===== config.mk =====
export PLATFORM = sky130hd
export DESIGN_NAME = lexeme_class_dfa_unit_flat
export DESIGN_NICKNAME = d
export VERILOG_FILES = /design/src/hdl/lcd_pkg.sv /design/src/hdl/lcd_if.sv /design/src/hdl/lexeme_class_dfa_unit.sv /design/src/hdl/lcd_front.sv /design/src/hdl/lcd_queue.sv /design/src/flat_wrapper.sv
export VERILOG_INCLUDE_DIRS = /design/src /design/src/hdl
export SDC_FILE = /design/constraint.sdc
export NUM_CORES = 1
export LEC_CHECK = 0
export ABC_AREA = 1
export BUFFER_PORTS_ARGS = -buffer_cell sky130_fd_sc_hd__buf_2
export CORE_UTILIZATION = 24
export CTS_CLUSTER_SIZE = 20
export DETAILED_ROUTE_END_ITERATION = 8
export PLACE_DENSITY = 0.38
export SLEW_MARGIN = 20
export SYNTH_ARGS = -nofsm -noshare
export SYNTH_HDL_FRONTEND = slang
export SYNTH_HIERARCHICAL = 1
export SYNTH_SLANG_ARGS = --single-unit
export TNS_END_PERCENT = 30

===== constraint.sdc =====
create_clock -name i_clk -period 7 [get_ports i_clk]
set_clock_uncertainty 0.05 [all_clocks]
set_input_delay 0 -clock i_clk [delete_from_list [all_inputs] [get_ports i_clk]]
set_output_delay 0 -clock i_clk [all_outputs]
set_load 0.005 [all_outputs]

===== src/hdl/lexeme_class_dfa_unit_defines.svh =====
// Assertion macros for the lexeme classifier.
// Included by the top level; no other dependencies.
`ifndef LEXEME_CLASS_DFA_UNIT_DEFINES_SVH
`define LEXEME_CLASS_DFA_UNIT_DEFINES_SVH

// Checked only while out of reset
`define LCD_ASSERT(lbl, clk, rstn, prop, msg) \
    lbl: assert property (@(posedge clk) disable iff (!rstn) (prop)) else $error(msg);

// Checked at every edge, reset included
`define LCD_ASSERT_ALWAYS(lbl, clk, prop, msg) \
    lbl: assert property (@(posedge clk) (prop)) else $error(msg);

`endif


===== src/hdl/lcd_pkg.sv =====
// Shared types and constants of the lexeme classifier.
// No dependencies.
`timescale 1ns / 1ps

package lcd_pkg;

    typedef logic [7:0] t_char;
    typedef logic [4:0] t_state;
    typedef logic [3:0] t_class;
    typedef logic [3:0] t_len;

    // Scanner states
    localparam t_state ST_START    = 5'd0;
    localparam t_state ST_IDENT    = 5'd1;
    localparam t_state ST_KEYWORD  = 5'd2;
    localparam t_state ST_SIGN     = 5'd3;
    localparam t_state ST_INT      = 5'd4;
    localparam t_state ST_DOT      = 5'd5;
    localparam t_state ST_DEC      = 5'd6;
    localparam t_state ST_EXP      = 5'd7;
    localparam t_state ST_EXP_SIGN = 5'd8;
    localparam t_state ST_EXP_DIG  = 5'd9;
    localparam t_state ST_ANDOR    = 5'd10;
    localparam t_state ST_BANG     = 5'd11;
    localparam t_state ST_LOGIC2   = 5'd12;
    localparam t_state ST_RELOP    = 5'd13;
    localparam t_state ST_EQ       = 5'd14;
    localparam t_state ST_RELEQ    = 5'd15;
    localparam t_state ST_ARITH    = 5'd16;
    localparam t_state ST_DEAD     = 5'd17;

    // Token classes
    localparam t_class CLS_INVALID    = 4'd0;
    localparam t_class CLS_IDENT      = 4'd1;
    localparam t_class CLS_KEYWORD    = 4'd2;
    localparam t_class CLS_INTEGER    = 4'd3;
    localparam t_class CLS_DECIMAL    = 4'd4;
    localparam t_class CLS_EXPONENT   = 4'd5;
    localparam t_class CLS_LOGICAL    = 4'd6;
    localparam t_class CLS_RELATIONAL = 4'd7;
    localparam t_class CLS_ARITH      = 4'd8;

    // Characters tested one by one
    localparam t_char CH_PLUS  = 8'h2B;
    localparam t_char CH_MINUS = 8'h2D;
    localparam t_char CH_AND   = 8'h26;
    localparam t_char CH_OR    = 8'h7C;
    localparam t_char CH_BANG  = 8'h21;
    localparam t_char CH_GT    = 8'h3E;
    localparam t_char CH_LT    = 8'h3C;
    localparam t_char CH_EQ    = 8'h3D;
    localparam t_char CH_STAR  = 8'h2A;
    localparam t_char CH_SLASH = 8'h2F;
    localparam t_char CH_DOT   = 8'h2E;
    localparam t_char CH_UPR_E = 8'h45;

    localparam int NUM_KW = 8;

    // Keyword text, first character in the low byte, zero padded
    localparam logic [63:0] KW_TEXT [NUM_KW] = '{
        64'h0000_0000_0000_6669,   // if
        64'h0000_0000_6573_6c65,   // else
        64'h0000_0065_6c69_6877,   // while
        64'h0000_6e72_7574_6572,   // return
        64'h0000_0000_0072_6f66,   // for
        64'h0000_0000_0074_6e69,   // int
        64'h0000_0074_616f_6c66,   // float
        64'h0000_0000_6469_6f76    // void
    };

    localparam t_len KW_LEN [NUM_KW] = '{
        4'd2, 4'd4, 4'd5, 4'd6, 4'd3, 4'd3, 4'd5, 4'd4
    };

    // Front to queue: one finished classification
    typedef struct packed {
        logic   valid;
        t_class token_class;
    } t_push;

endpackage


===== src/hdl/lcd_if.sv =====
// Stream interfaces of the lexeme classifier: character in, class out.
// Depends on lcd_pkg.
`timescale 1ns / 1ps

interface lcd_char_if;
    logic           valid;
    logic           ready;
    lcd_pkg::t_char ch;
    logic           last;

    modport source (output valid, output ch, output last, input ready);
    modport sink   (input valid, input ch, input last, output ready);
endinterface

interface lcd_class_if;
    logic            valid;
    logic            ready;
    lcd_pkg::t_class token_class;

    modport source (output valid, output token_class, input ready);
    modport sink   (input valid, input token_class, output ready);
endinterface


===== src/hdl/lexeme_class_dfa_unit.sv =====
// Top level of the lexeme classifier: scanner front end feeding a result queue.
// Depends on lcd_pkg, lcd_if, lcd_front, lcd_queue and the assertion header.
//
//  Port      Dir  Payload              Transaction
//  i_char    in   ch[7:0], last        one character of a lexeme
//  o_class   out  token_class[3:0]     class of a finished lexeme
//
// One character per cycle while i_char.ready is high; the scanner takes a DFA step and a keyword compare
// in the cycle a character is accepted.
// A class appears on o_class in the cycle after the last character is accepted,
// later only while classes queued ahead of it wait for o_class.ready.
// i_rst_n is synchronous: scanner returns to start, queue empties.
// i_char.ready drops only while all QUEUE_DEPTH queue entries hold classes.
`timescale 1ns / 1ps
`include "lexeme_class_dfa_unit_defines.svh"

module lexeme_class_dfa_unit #(
    parameter int QUEUE_DEPTH = 4
) (
    input  logic        i_clk,
    input  logic        i_rst_n,
    lcd_char_if.sink    i_char,
    lcd_class_if.source o_class
);

    lcd_pkg::t_push w_push;
    logic           w_room;
    logic           w_cls_ok;

    lcd_front u_front (
        .i_clk   (i_clk),
        .i_rst_n (i_rst_n),
        .i_char  (i_char),
        .i_room  (w_room),
        .o_push  (w_push)
    );

    lcd_queue #(
        .DEPTH (QUEUE_DEPTH)
    ) u_queue (
        .i_clk   (i_clk),
        .i_rst_n (i_rst_n),
        .i_push  (w_push),
        .o_room  (w_room),
        .o_class (o_class)
    );

    assign w_cls_ok = o_class.token_class <= lcd_pkg::CLS_ARITH;

    `LCD_ASSERT_ALWAYS(a_rst_empty, i_clk, !i_rst_n |=> !o_class.valid, "valid after reset")
    `LCD_ASSERT(a_push_shows, i_clk, i_rst_n, w_push.valid |=> o_class.valid, "class not shown")
    `LCD_ASSERT(a_cls_range, i_clk, i_rst_n, o_class.valid |-> w_cls_ok, "class out of range")

endmodule


===== src/hdl/lcd_front.sv =====
// Front end: scanner DFA and keyword comparators, one character per cycle while the queue has room.
// Depends on lcd_pkg and lcd_char_if.
`timescale 1ns / 1ps

module lcd_front (
    input  logic              i_clk,
    input  logic              i_rst_n,
    lcd_char_if.sink          i_char,
    input  logic              i_room,
    output lcd_pkg::t_push    o_push
);

    function automatic lcd_pkg::t_state f_next(input lcd_pkg::t_state s,
                                               input lcd_pkg::t_char c);
        logic is_let;
        logic is_dig;
        logic is_sgn;
        logic is_ao;
        is_let = c inside {[8'h41:8'h5A], [8'h61:8'h7A]};
        is_dig = c inside {[8'h30:8'h39]};
        is_sgn = (c == lcd_pkg::CH_PLUS) || (c == lcd_pkg::CH_MINUS);
        is_ao  = (c == lcd_pkg::CH_AND) || (c == lcd_pkg::CH_OR);
        f_next = lcd_pkg::ST_DEAD;
        case (s)
            lcd_pkg::ST_START: begin
                if (is_let)                     f_next = lcd_pkg::ST_IDENT;
                else if (is_sgn)                f_next = lcd_pkg::ST_SIGN;
                else if (is_dig)                f_next = lcd_pkg::ST_INT;
                else if (is_ao)                 f_next = lcd_pkg::ST_ANDOR;
                else if (c == lcd_pkg::CH_BANG) f_next = lcd_pkg::ST_BANG;
                else if (c == lcd_pkg::CH_GT || c == lcd_pkg::CH_LT)
                    f_next = lcd_pkg::ST_RELOP;
                else if (c == lcd_pkg::CH_EQ)   f_next = lcd_pkg::ST_EQ;
                else if (c == lcd_pkg::CH_STAR || c == lcd_pkg::CH_SLASH)
                    f_next = lcd_pkg::ST_ARITH;
            end
            lcd_pkg::ST_IDENT: begin
                if (is_let || is_dig) f_next = lcd_pkg::ST_IDENT;
            end
            lcd_pkg::ST_SIGN: begin
                if (is_dig) f_next = lcd_pkg::ST_INT;
            end
            lcd_pkg::ST_INT: begin
                if (is_dig)                    f_next = lcd_pkg::ST_INT;
                else if (c == lcd_pkg::CH_DOT) f_next = lcd_pkg::ST_DOT;
            end
            lcd_pkg::ST_DOT: begin
                if (is_dig) f_next = lcd_pkg::ST_DEC;
            end
            lcd_pkg::ST_DEC: begin
                if (is_dig)                      f_next = lcd_pkg::ST_DEC;
                else if (c == lcd_pkg::CH_UPR_E) f_next = lcd_pkg::ST_EXP;
            end
            lcd_pkg::ST_EXP: begin
                if (is_sgn) f_next = lcd_pkg::ST_EXP_SIGN;
            end
            lcd_pkg::ST_EXP_SIGN, lcd_pkg::ST_EXP_DIG: begin
                if (is_dig) f_next = lcd_pkg::ST_EXP_DIG;
            end
            lcd_pkg::ST_ANDOR: begin
                if (is_ao) f_next = lcd_pkg::ST_LOGIC2;
            end
            lcd_pkg::ST_BANG, lcd_pkg::ST_RELOP, lcd_pkg::ST_EQ: begin
                if (c == lcd_pkg::CH_EQ) f_next = lcd_pkg::ST_RELEQ;
            end
            default: f_next = lcd_pkg::ST_DEAD;
        endcase
    endfunction

    function automatic lcd_pkg::t_class f_class(input lcd_pkg::t_state s,
                                                input logic kw);
        case (s)
            lcd_pkg::ST_IDENT:     f_class = kw ? lcd_pkg::CLS_KEYWORD : lcd_pkg::CLS_IDENT;
            lcd_pkg::ST_KEYWORD:   f_class = lcd_pkg::CLS_KEYWORD;
            lcd_pkg::ST_INT:       f_class = lcd_pkg::CLS_INTEGER;
            lcd_pkg::ST_DEC:       f_class = lcd_pkg::CLS_DECIMAL;
            lcd_pkg::ST_EXP_DIG:   f_class = lcd_pkg::CLS_EXPONENT;
            lcd_pkg::ST_BANG,
            lcd_pkg::ST_LOGIC2:    f_class = lcd_pkg::CLS_LOGICAL;
            lcd_pkg::ST_RELOP,
            lcd_pkg::ST_RELEQ:     f_class = lcd_pkg::CLS_RELATIONAL;
            lcd_pkg::ST_SIGN,
            lcd_pkg::ST_ARITH:     f_class = lcd_pkg::CLS_ARITH;
            default:               f_class = lcd_pkg::CLS_INVALID;
        endcase
    endfunction

    lcd_pkg::t_state              r_state;
    lcd_pkg::t_state              n_state;
    logic [lcd_pkg::NUM_KW-1:0]   r_hits;
    logic [lcd_pkg::NUM_KW-1:0]   n_hits;
    logic [2:0]                   r_pos;
    logic [2:0]                   n_pos;
    logic [lcd_pkg::NUM_KW-1:0]   w_match;
    logic [lcd_pkg::NUM_KW-1:0]   w_full;
    logic                         w_kw;
    logic                         w_accept;

    assign i_char.ready = i_room;
    assign w_accept     = i_char.valid && i_room;

    // Keyword bank: compare this position of every keyword at once
    always_comb begin
        for (int k = 0; k < lcd_pkg::NUM_KW; k++) begin
            w_match[k] = ({1'b0, r_pos} < lcd_pkg::KW_LEN[k]) &&
                         (lcd_pkg::KW_TEXT[k][{r_pos, 3'b000} +: 8] == i_char.ch);
            w_full[k]  = ({1'b0, r_pos} + 4'd1) == lcd_pkg::KW_LEN[k];
        end
        n_hits = r_hits & w_match;
        w_kw   = i_char.last && |(r_hits & w_match & w_full);
    end

    assign n_state = f_next(r_state, i_char.ch);
    assign n_pos   = (r_pos == 3'd7) ? r_pos : r_pos + 3'd1;

    assign o_push.valid       = w_accept && i_char.last;
    assign o_push.token_class = f_class(n_state, w_kw);

    always_ff @(posedge i_clk) begin
        if (!i_rst_n) begin
            r_state <= lcd_pkg::ST_START;
            r_hits  <= '1;
            r_pos   <= '0;
        end else if (w_accept) begin
            // end of lexeme: restart for the next one
            if (i_char.last) begin
                r_state <= lcd_pkg::ST_START;
                r_hits  <= '1;
                r_pos   <= '0;
            end else begin
                r_state <= n_state;
                r_hits  <= n_hits;
                r_pos   <= n_pos;
            end
        end
    end

endmodule


===== src/hdl/lcd_queue.sv =====
// Back end: result queue between the scanner and the class output.
// Depends on lcd_pkg and lcd_class_if.
`timescale 1ns / 1ps

module lcd_queue #(
    parameter int DEPTH = 4
) (
    input  logic              i_clk,
    input  logic              i_rst_n,
    input  lcd_pkg::t_push    i_push,
    output logic              o_room,
    lcd_class_if.source       o_class
);

    localparam int PTR_W = (DEPTH > 1) ? $clog2(DEPTH) : 1;
    localparam int CNT_W = $clog2(DEPTH + 1);
    localparam logic [PTR_W-1:0] LAST_PTR = PTR_W'(DEPTH - 1);

    lcd_pkg::t_class   r_mem [DEPTH];
    logic [PTR_W-1:0]  r_wr_ptr;
    logic [PTR_W-1:0]  r_rd_ptr;
    logic [CNT_W-1:0]  r_count;
    logic [CNT_W-1:0]  n_count;
    logic              w_pop;

    assign w_pop  = o_class.valid && o_class.ready;
    assign o_room = r_count != CNT_W'(DEPTH);

    assign o_class.valid       = r_count != '0;
    assign o_class.token_class = r_mem[r_rd_ptr];

    always_comb begin
        n_count = r_count;
        if (i_push.valid && !w_pop)      n_count = r_count + 1'b1;
        else if (!i_push.valid && w_pop) n_count = r_count - 1'b1;
    end

    always_ff @(posedge i_clk) begin
        if (i_push.valid) begin
            r_mem[r_wr_ptr] <= i_push.token_class;
        end
    end

    always_ff @(posedge i_clk) begin
        if (!i_rst_n) begin
            r_wr_ptr <= '0;
            r_rd_ptr <= '0;
            r_count  <= '0;
        end else begin
            r_count <= n_count;
            if (i_push.valid) begin
                r_wr_ptr <= (r_wr_ptr == LAST_PTR) ? '0 : r_wr_ptr + 1'b1;
            end
            if (w_pop) begin
                r_rd_ptr <= (r_rd_ptr == LAST_PTR) ? '0 : r_rd_ptr + 1'b1;
            end
        end
    end

endmodule

===== src/flat_wrapper.sv =====
// flat-port wrapper written by rule: the top's interface ports become plain ports
module lexeme_class_dfa_unit_flat 
#(
    parameter int QUEUE_DEPTH = 4
)
  (i_clk, i_rst_n, i_char_valid, i_char_ch, i_char_last, i_char_ready, o_class_valid, o_class_token_class, o_class_ready);
  lcd_char_if i_char_i ();
  lcd_class_if o_class_i ();
  input  logic i_clk;
  input  logic i_rst_n;
  input wire logic [$bits(i_char_i.valid)-1:0] i_char_valid;
  input wire logic [$bits(i_char_i.ch)-1:0] i_char_ch;
  input wire logic [$bits(i_char_i.last)-1:0] i_char_last;
  output wire logic [$bits(i_char_i.ready)-1:0] i_char_ready;
  output wire logic [$bits(o_class_i.valid)-1:0] o_class_valid;
  output wire logic [$bits(o_class_i.token_class)-1:0] o_class_token_class;
  input wire logic [$bits(o_class_i.ready)-1:0] o_class_ready;
  assign i_char_i.valid = i_char_valid;
  assign i_char_i.ch = i_char_ch;
  assign i_char_i.last = i_char_last;
  assign i_char_ready = i_char_i.ready;
  assign o_class_valid = o_class_i.valid;
  assign o_class_token_class = o_class_i.token_class;
  assign o_class_i.ready = o_class_ready;
  lexeme_class_dfa_unit #(.QUEUE_DEPTH(QUEUE_DEPTH)) u_core (.i_clk(i_clk), .i_rst_n(i_rst_n), .i_char(i_char_i), .o_class(o_class_i));
endmodule

Yosys cells after proc, flatten, opt, wreduce, memory -nomap -nowiden
Memory sizes are Yosys's and may differ from the RTL's. A register that Yosys moved wholly into a read port is not among the register bits.
Cells that the tools add are included.

word-level totals
  input bits = 13
  RAM bits = 16
  register bits after elaboration = 23
  memories kept = 1
  output and inout bits = 6
  logic and storage cells = 156

memory list
  name                  depth  width  rd ports  clocked after Yosys merged registers in  wr ports  RTL line         RTL
  u_core.u_queue.r_mem  4      4      1         1                                        1         lcd_queue.sv:19  lcd_pkg::t_class r_mem [DEPTH];

operators by class
  shift operators = 8
  bitwise gates (word level) = 2
  equal/unequal tests = 53
  $add $sub $neg = 6
  reductions and logical operators = 35
  mux-type cells = 34
  order comparisons = 11

operator list
  cell                                                               number
  variable part select 64 x 7 -> 8 bit, first input constant         8
  two-way mux 5 bit                                                  19
  equality test 8 x 6 -> 1 bit, second input constant                10
  equality test 8 bit                                                8
  equality test 5 x 4 -> 1 bit, second input constant                11
  one-hot mux 5 bit (10 select lines)                                1
  one-hot mux 4 bit (8 select lines)                                 1
  equality test 5 x 3 -> 1 bit, second input constant                6
  logical AND 1 bit                                                  17
  AND 8 bit                                                          2
  equality test 8 x 7 -> 1 bit, second input constant                2
  greater-or-equal comparator 8 x 7 -> 1 bit, second input constant  2
  <= comparator 8 x 7 -> 1 bit, second input constant                2
  equality test 5 x 2 -> 1 bit, second input constant                3
  equality test 4 x 3 -> 1 bit, second input constant                3
  two-way mux 3 bit                                                  4
  equality test 5 x 1 -> 1 bit, second input constant                2
  two-way mux 2 bit                                                  5
  < comparator 3 bit, second input constant                          3
  equality test 4 x 2 -> 1 bit, second input constant                2
  greater-or-equal comparator 8 x 6 -> 1 bit, second input constant  1
  <= comparator 8 x 6 -> 1 bit, second input constant                1
  two-way mux 8 bit                                                  1
  OR reduction 2 bit                                                 4
  other kinds (19)                                                   31

Depth between registers and ports, before layout
Gate-level depths: netlist (run 1).

  depth after elaboration = 14
  depth in mapped cells = 19
  depth with buffers taken out = 17

Modules after synthesis
Netlist (run 1), hierarchy kept.

modules (own cells, without submodules)
  module     cells an instance  area each (um2)  sequential area each (um2)  instances
  lcd_front  494                2,531.2          320.3                       1
  lcd_queue  103                1,099.8          660.6                       1

Least setup slack after synthesis (run 1)
No wires, ideal clock.

  path type = register to register
  start = register u_core.u_front.r_pos[1]
  end = memory u_core/u_queue/r_mem[0][0] in the netlist's numbering, data pin
  arrival = 2.014 ns
  period minus slack after synthesis = 2.342 ns
  path buffers = 2
  cell stages (with the launch flop) = 19
  path slack = 4.658 ns
  cell sequence = dfxtp_1 clkbuf_1 inv_1 ha_1 clkbuf_1 nor2_1 nand2_1 nand2_1 nand2_1 nor2_1 nand3_1 nand2_1 nand2_1 nand2_1 nand2_1 nand2_1 nand2_1 nand2_1 nand3_1

RTL lines
  what                      RTL line          RTL
  start: declaration        lcd_front.sv:92   logic [2:0] r_pos;
  start signal: assignment  lcd_front.sv:133  r_pos <= n_pos;
  end: declaration          lcd_queue.sv:19

==> impl_metrics.py, run 1 <==
metrics = {
    "setup_path": {
        "crit_type": "reg2reg",
        "slowest_delay_ps": 510,
        "reg2regPathDepth": 17,
        "path_buf_inv": 2,
        "reg2reg_slack_ps": 4220,
        "crit_path_start": "u_core/u_front/r_pos[0]",
        "worstPathRequired_ps": 6950,
        "r2r_start": "u_core/u_front/r_pos[0]",
        "crit_fanout": 10,
        "cp_top_family": "simple AND/OR/NAND/NOR gates",
        "crit_chain": "inv_1 > ha_1 > inv_1 > nor2_1 > nand2_1 > nand2_1 > nand2_1 > nor2_1 > nand3_1 > nand2_1 > nand2_1 > nand2_1 > nand2_1 > nand2_1 > nand2_1 > nand2_1 > nand3_1",
        "cp-start-kind": "flop",
        "timing.rr.end": "u_core/u_queue/r_mem[0][0]",
        "critPathCaptureType": "flop",
        "cp.arrival_ps": 2740,
        "cpMostUsedCell": "nand2_1",
        "cpMaxStageDelayCell": "dfxtp_1",
    },
    "final_layout": {
        "area_growth_pct": 12.3,
        "multiInputGateArea_sq_um": 2300,
        "layout-drive-gt1-share": 0.103,
        "regArea_sq_um": 981,
        "final_area_sq_um": 4080,
        "final_nets": 640,
        "num-fill-cells": 1658,
        "antenna_cells": 0,
    },
    "cts": {
        "post-cts-setup-buffers": 0,
        "clkTransAtPathRegs_ps": 60,
        "cts_tree": "done",
        "cts_root_buffer": "clkbuf_16",
        "clk_latency_ps": 290,
        "cts_sinks": 41,
        "cts_buffers": 5,
        "clockBufferDepth": 2,
        "htreeDepth": 2,
        "cts_resized": 0,
    },
    "placed_design": {
        "io_buffers": 18,
        "gp_congestion": 0.881,
        "dpl.hpwl_um": 8590,
        "placed_area_sq_um": 3870,
    },
    "worst_hold_path": {
        "hold_path_depth": 4,
        "min_to": "u_core/u_queue/r_rd_ptr[1]",
        "hp-start": "o_class_ready",
        "min_path_type": "in2reg",
    },
    "synthesis": {
        "synth.most_common_cell": "nand2_1",
        "syn_avg_cell_area_sq_um": 6.08,
        "synth_top_cell_area_share": 0.192,
        "yosys_warnings": 6,
        "synthesis.area_sq_um": 3630,
        "synth_common_cells": "186 x nand2_1, 99 x nor2_1, 60 x inv_1",
        "synth_seq_cells": 41,
        "yosys.area.top_type": "nand2_1",
        "synth_edf_count": 16,
        "syn_nets": 626,
        "ys_types": 37,
        "syn_inst": 597,
        "ys.flop_type": "dfxtp_1",
        "async_reset_ff_frac": 0,
        "ys_seq_area_frac": 0.270,
        "synthTopCellsByArea": "nand2_1 19%, dfxtp_1 14%, edfxtp_1 13%",
    },
    "status": {
        "status": "complete, no violations",
    },
    "drt": {
        "remaining_drc_errors": 0,
        "drt-initial-drc-count": 248,
        "ant_nets": 0,
        "dr.pass1.iters": 4,
        "wl_per_cell_um": 13.7,
        "vias_per_cell": 4.59,
        "vias": 3656,
        "wl_um": 10900,
    },
    "run": {
        "cap_violations": 0,
    },
    "global_routing": {
        "grt_pass1_wl_um": 18300,
        "grt_overflow_total": 0,
        "grt_pass1_vias": 3567,
        "antenna_found_initial": 0,
        "grt_max_degree": 19,
        "grtUsageTotal": 0.146,
    },
    "timing": {
        "finalHoldViolations": 0,
        "tightest_slew_ps": 870,
        "timing.final.crit_share": 0.398,
        "maxSlewHeadroom": 0.416,
        "setup_violations": 0,
        "fin_setup_tns_ps": 0,
        "finalMaxSlewViolations": 0,
        "fmax_mhz": 359,
        "rsz0062_at_grt": "no",
        "min_period_ps": 2780,
    },
    "power_and_ir_drop": {
        "p_leak_uw": 0.00201,
        "irDropWorstVdd_uv": 108,
        "p_per_area_nw_per_um2": 242,
    },
    "die": {
        "ioPinCount": 19,
        "coreArea_sq_um": 14600,
        "initial_core_util": 0.248,
        "dieArea_sq_um": 15600,
        "die_h_um": 125,
        "rows": 44,
        "die_x_um": 125,
    },
}
report_power, final:
group          internal [uW]  switching (uW)  total [uW]
sequential               287            35.4         323
combinational            126             228         354
clock                    206             102         308
total                    619             366         985
worst register-to-register path: cells and delay by family (launching register included):
family,cells,cell delay (ps)
adder cells (fa/ha/maj),1,420
buffers and inverters,2,310
flip-flops,1,510
AND/OR/NAND/NOR,14,1210
worst max path at each step:
| stage | slack [ps] | to | depth (start not counted) |
|---|---|---|---|
| after CTS | 4230 | u_core/u_queue/r_count[2] | 13 |
| after detailed placement | 4260 | u_core/u_queue/r_count[2] | 13 |
| final | 4220 | u_core/u_queue/r_mem[0][0] | 17 |
| after floorplan | 4660 | u_core/u_queue/r_mem[0][0] | 18 |
| after global placement | 4140 | u_core/u_queue/r_mem[2][0] | 17 |
| after global routing | 3940 | u_core/u_queue/r_mem[0][0] | 16 |
through the flow:
stage / setup slack (ps) / cells / hold slack (ps) / utilization / total power [uW]
2_1_floorplan: 4660 / 597 / 71.3 / - / 584
3_3_place_gp: 4140 / 787 / 286 / 0.264 / 689
3_5_place_dp: 4260 / 787 / 281 / 0.264 / 684
4_1_cts: 4230 / 796 / 21.7 / 0.278 / 997
5_1_grt: 3940 / 796 / 67.7 / 0.278 / 1060
6_report: 4220 / 796 / 27.4 / 0.278 / 985
logic make-up after synthesis:
kind of cell	synth area share
xor+xnor	0.0314
flops	0.270
buf+inv	0.0965
compound gates	0.0948
simple gates	0.450
fa+ha+maj	0.0572
placed cells by master (no fill, tap or decap), types with 2 or more instances in the layout:
cell type,n
ha_1,15
inv_4,2
inv_1,60
clkbuf_16,5
xor2_1,13
nand2_4,2
o22ai_1,4
nand2_1,186
o21ai_0,27
nor3_1,3
nor2_4,4
o21ai_1,2
dfxtp_1,25
inv_2,8
nor2_2,6
bufinv_16,2
nor2_1,99
nand2_2,12
nand4_1,11
edfxtp_1,16
buf_2,18
nand3_1,52
a21oi_1,25
state kept, by name (all words and copies together), names as in the netlist, named ones only:
register,count
u_core/u_front/r_hits,8
u_core/u_front/r_pos,3
u_core/u_front/r_state,5
u_core/u_queue/r_count,3
u_core/u_queue/r_mem,16
u_core/u_queue/r_rd_ptr,2
u_core/u_queue/r_wr_ptr,2
routing by layer:
metal,GRT usage,vias to the layer above,wire [um]
met5,0,-,0
met4,0.0352,0,138
met3,0.0205,15,338
met2,0.250,70,5050
met1,0.193,1650,5420
li1,-,1921,-
timing repair:
item | CTS | global route
hold buffers | 1 | 0
hold endpoints to repair | 6 | 0
setup endpoints to repair | 0 | 0
cell type report:
cell class / instances / area share
multi-input cells: 473 / 0.564
flip-flops and latches: 41 / 0.241
inverters: 71 / 0.0666
well taps: 184 / 0.0565
clock buffers: 5 / 0.0307
repair buffers: 19 / 0.0246
clock inverters: 3 / 0.0169
No activity file was read; power rests on OpenSTA's default activity.
==> run 2, diff against run 1 <==
--- a/config.mk
+++ b/config.mk
@@ -6,12 +6,12 @@
 export SDC_FILE = /design/constraint.sdc
 export NUM_CORES = 1
 export LEC_CHECK = 0
-export ABC_AREA = 1
+export ABC_AREA = 0
 export BUFFER_PORTS_ARGS = -buffer_cell sky130_fd_sc_hd__buf_2
 export CORE_UTILIZATION = 24
 export CTS_CLUSTER_SIZE = 20
 export DETAILED_ROUTE_END_ITERATION = 8
-export PLACE_DENSITY = 0.38
+export PLACE_DENSITY = 0.4
 export SLEW_MARGIN = 20
 export SYNTH_ARGS = -nofsm -noshare
 export SYNTH_HDL_FRONTEND = slang
==> constraint.sdc (replaced) <==
create_clock -name i_clk -period 2.4 [get_ports i_clk]
set_clock_uncertainty 0.05 [all_clocks]
set_input_delay 0 -clock i_clk [delete_from_list [all_inputs] [get_ports i_clk]]
set_output_delay 0 -clock i_clk [all_outputs]
set_load 0.005 [all_outputs]
==> impl_metrics.py, run 2 <==
metrics = {
    "timing": {
        "finalMaxSlewViolations": 0,
        "finalHoldViolations": 0,
        "finalWorstSetupSlack_ps": -239,
        "maxSlewHeadroom": 0.431,
        "tightest_slew_ps": 847,
        "rsz0062_at_grt": "yes",
        "min_period_ps": 2640,
        "fmax_mhz": 379,
        "setup_violations": 12,
        "timing.final.crit_share": 1.10,
    },
    "final_layout": {
        "largest_register_ffs": 16,
        "antenna_cells": 0,
        "final_util": 0.360,
        "top_register": "u_core/u_queue/r_mem",
        "num-fill-cells": 1428,
        "area_growth_pct": 46.5,
        "final_area_sq_um": 4980,
        "top_regs": "u_core/u_queue/r_mem x16, u_core/u_front/r_hits x8, u_core/u_front/r_state x5",
        "final_nets": 540,
        "final_cell_mix": "112 x buf_4, 29 x nand2_1, 26 x nor2_1",
        "multiInputGateArea_sq_um": 2520,
        "final_common_cell": "buf_4",
        "regArea_sq_um": 995,
        "layout-drive-gt1-share": 0.379,
    },
    "synthesis": {
        "ys_seq_area_frac": 0.289,
        "synth_common_cells": "29 x nand2_1, 27 x nor2_1, 25 x dfxtp_1",
        "syn_avg_cell_area_sq_um": 8.51,
        "yosys.area.top_type": "dfxtp_1",
        "async_reset_ff_frac": 0,
        "synthTopCellsByArea": "dfxtp_1 15%, edfxtp_1 14%, ha_1 5.5%",
        "synth_top_cell_area_share": 0.147,
        "synth.most_common_cell": "nand2_1",
        "synth_edf_count": 16,
        "syn_nets": 428,
        "syn_inst": 399,
        "yosys_warnings": 6,
        "synthesis.area_sq_um": 3400,
        "synth_seq_cells": 41,
        "ys.flop_type": "dfxtp_1",
        "ys_types": 71,
    },
    "setup_path": {
        "critPathCaptureType": "flop",
        "cpMaxStageDelayCell": "dfxtp_4",
        "crit_chain": "buf_4 > inv_6 > ha_4 > nor2b_4 > or3_1 > and3_4 > a32oi_2 > o21ai_2 > a21o_1 > a31oi_1 > o211ai_1 > buf_4",
        "r2r_start": "u_core/u_front/r_pos[1]",
        "timing.rr.end": "u_core/u_queue/r_mem[0][1]",
        "reg2regPathDepth": 12,
        "slowest_delay_ps": 340,
        "crit_type": "reg2reg",
        "crit_fanout": 8,
        "reg2reg_slack_ps": -240,
        "cp_top_family": "compound AO/OA/AOI/OAI gates",
        "cp-start-kind": "flop",
        "cp.arrival_ps": 2620,
        "path_buf_inv": 3,
        "cpMostUsedCell": "buf_4",
        "worstPathRequired_ps": 2390,
        "crit_path_start": "u_core/u_front/r_pos[1]",
    },
    "cts": {
        "clkTransAtPathRegs_ps": 60,
        "htreeDepth": 2,
        "cts_buffers": 5,
        "clk_latency_ps": 280,
        "cts_sinks": 41,
        "cts_tree": "done",
        "clockBufferDepth": 2,
        "cts_root_buffer": "clkbuf_16",
        "postCtsHoldBufs": 0,
    },
    "power_and_ir_drop": {
        "p_sw_uw": 932,
        "p_per_area_nw_per_um2": 593,
        "power_frac_seq": 0.319,
        "internal_power_uw": 2020,
        "p_leak_uw": 0.00203,
        "irDropWorstVdd_uv": 283,
        "netSwitchingFraction": 0.316,
        "pwr-share-clk": 0.297,
        "combinationalPowerShare": 0.384,
    },
    "die": {
        "initial_core_util": 0.246,
        "dieArea_sq_um": 14600,
        "die_x_um": 121,
        "rows": 43,
        "ioPinCount": 19,
        "coreArea_sq_um": 13800,
        "die_h_um": 121,
    },
    "global_routing": {
        "grtUsageTotal": 0.148,
        "grt_pass1_wl_um": 17200,
        "grt_max_degree": 23,
        "grt_pass1_vias": 3369,
        "grt_overflow_total": 0,
        "antenna_found_initial": 0,
    },
    "run": {
        "cap_violations": 0,
    },
    "drt": {
        "dr.pass1.iters": 4,
        "vias": 3387,
        "ant_nets": 0,
        "wl_um": 10500,
        "vias_per_cell": 4.89,
        "remaining_drc_errors": 0,
        "drt-initial-drc-count": 158,
        "wl_per_cell_um": 15.1,
    },
    "placed_design": {
        "place_worst_setup_slack_ps": -439,
        "gp_congestion": 0.828,
        "placed_area_sq_um": 4470,
        "io_buffers": 18,
        "dpl.hpwl_um": 8050,
    },
    "worst_hold_path": {
        "min_path_type": "in2reg",
        "hp-start": "o_class_ready",
        "hold_path_depth": 3,
        "min_to": "u_core/u_queue/r_rd_ptr[1]",
    },
    "status": {
        "status": "finished, violations left",
        "violations": "setup timing",
    },
}
## run 2: changes by cell type after synthesis, moves of 12 or more
cell      change
clkbuf_1     +18
inv_1        -48
nand2_1     -157
nand2_2      -12
nand3_1      -39
nor2_1       -72
nor2b_1      +18
xnor2_1      +12
## run 2: power by group through the flow
stage | combinational, uW | clock (uW) | sequential [uW]
2_1_floorplan | 665 | 0 | 922
3_3_place_gp | 1020 | 0 | 953
3_5_place_dp | 1030 | 0 | 955
4_1_cts | 1080 | 900 | 944
5_1_grt | 1260 | 933 | 955
6_report | 1130 | 876 | 939
## run 2: layout make-up
| type | count | share of cell area |
|---|---|---|
| clock buffer | 5 | 0.0251 |
| timing repair buffer | 133 | 0.197 |
| inverter | 12 | 0.0111 |
| sequential | 41 | 0.200 |
| tap | 180 | 0.0453 |
| clock inverter | 3 | 0.0138 |
| multi-input combinational | 318 | 0.507 |
## run 2: cell families after synthesis
kind of cell / synth area share
adder cells (fa/ha/maj): 0.0611
buffers and inverters: 0.0464
XOR/XNOR: 0.0567
AO/OA/AOI/OAI: 0.196
multiplexers: 0.0435
AND/OR/NAND/NOR: 0.308
flip-flops: 0.289
## run 2: worst max-delay path by stage
stage / to / slack (ps) / cells past startpoint
after floorplan: u_core/u_queue/r_mem[0][0] / -90 / 12
after global placement: u_core/u_queue/r_mem[0][1] / -360 / 10
after detailed placement: u_core/u_queue/r_mem[3][1] / -440 / 10
after CTS: u_core/u_queue/r_mem[2][0] / -130 / 10
after global routing: u_core/u_queue/r_mem[2][0] / -330 / 11
final: u_core/u_queue/r_mem[0][1] / -240 / 12
## run 2: repair_timing
action,4_1_cts,5_1_grt
endpoints found under the setup margin,16,16
setup buffers,6,3
resized for setup,33,15
pin swaps,11,10
## run 2: metal layers
metal  vias up  GRT usage  routed length, um
met3         8     0.0230                267
met5         -          0                  0
met2        49      0.262               5260
met1      1615      0.189               4840
met4         0     0.0324                 92
li1       1715          -                  -
## run 2: per-stage QoR
stage	TNS (ps)	total power (uW)	hold WS, ps	std cells
after floorplan	-656	1590	71.7	399
after global placement	-4050	1980	309	675
after detailed placement	-4560	1990	335	675
after CTS	-1220	2930	33.4	689
after global routing	-3910	3150	64.5	692
final	-1910	2950	37.2	692
## run 2: worst min-delay path: cells and delay by family
family / cells / cell delay (ps)
AOI/OAI and AO/OA: 2 / 190
buffers and inverters: 1 / 110
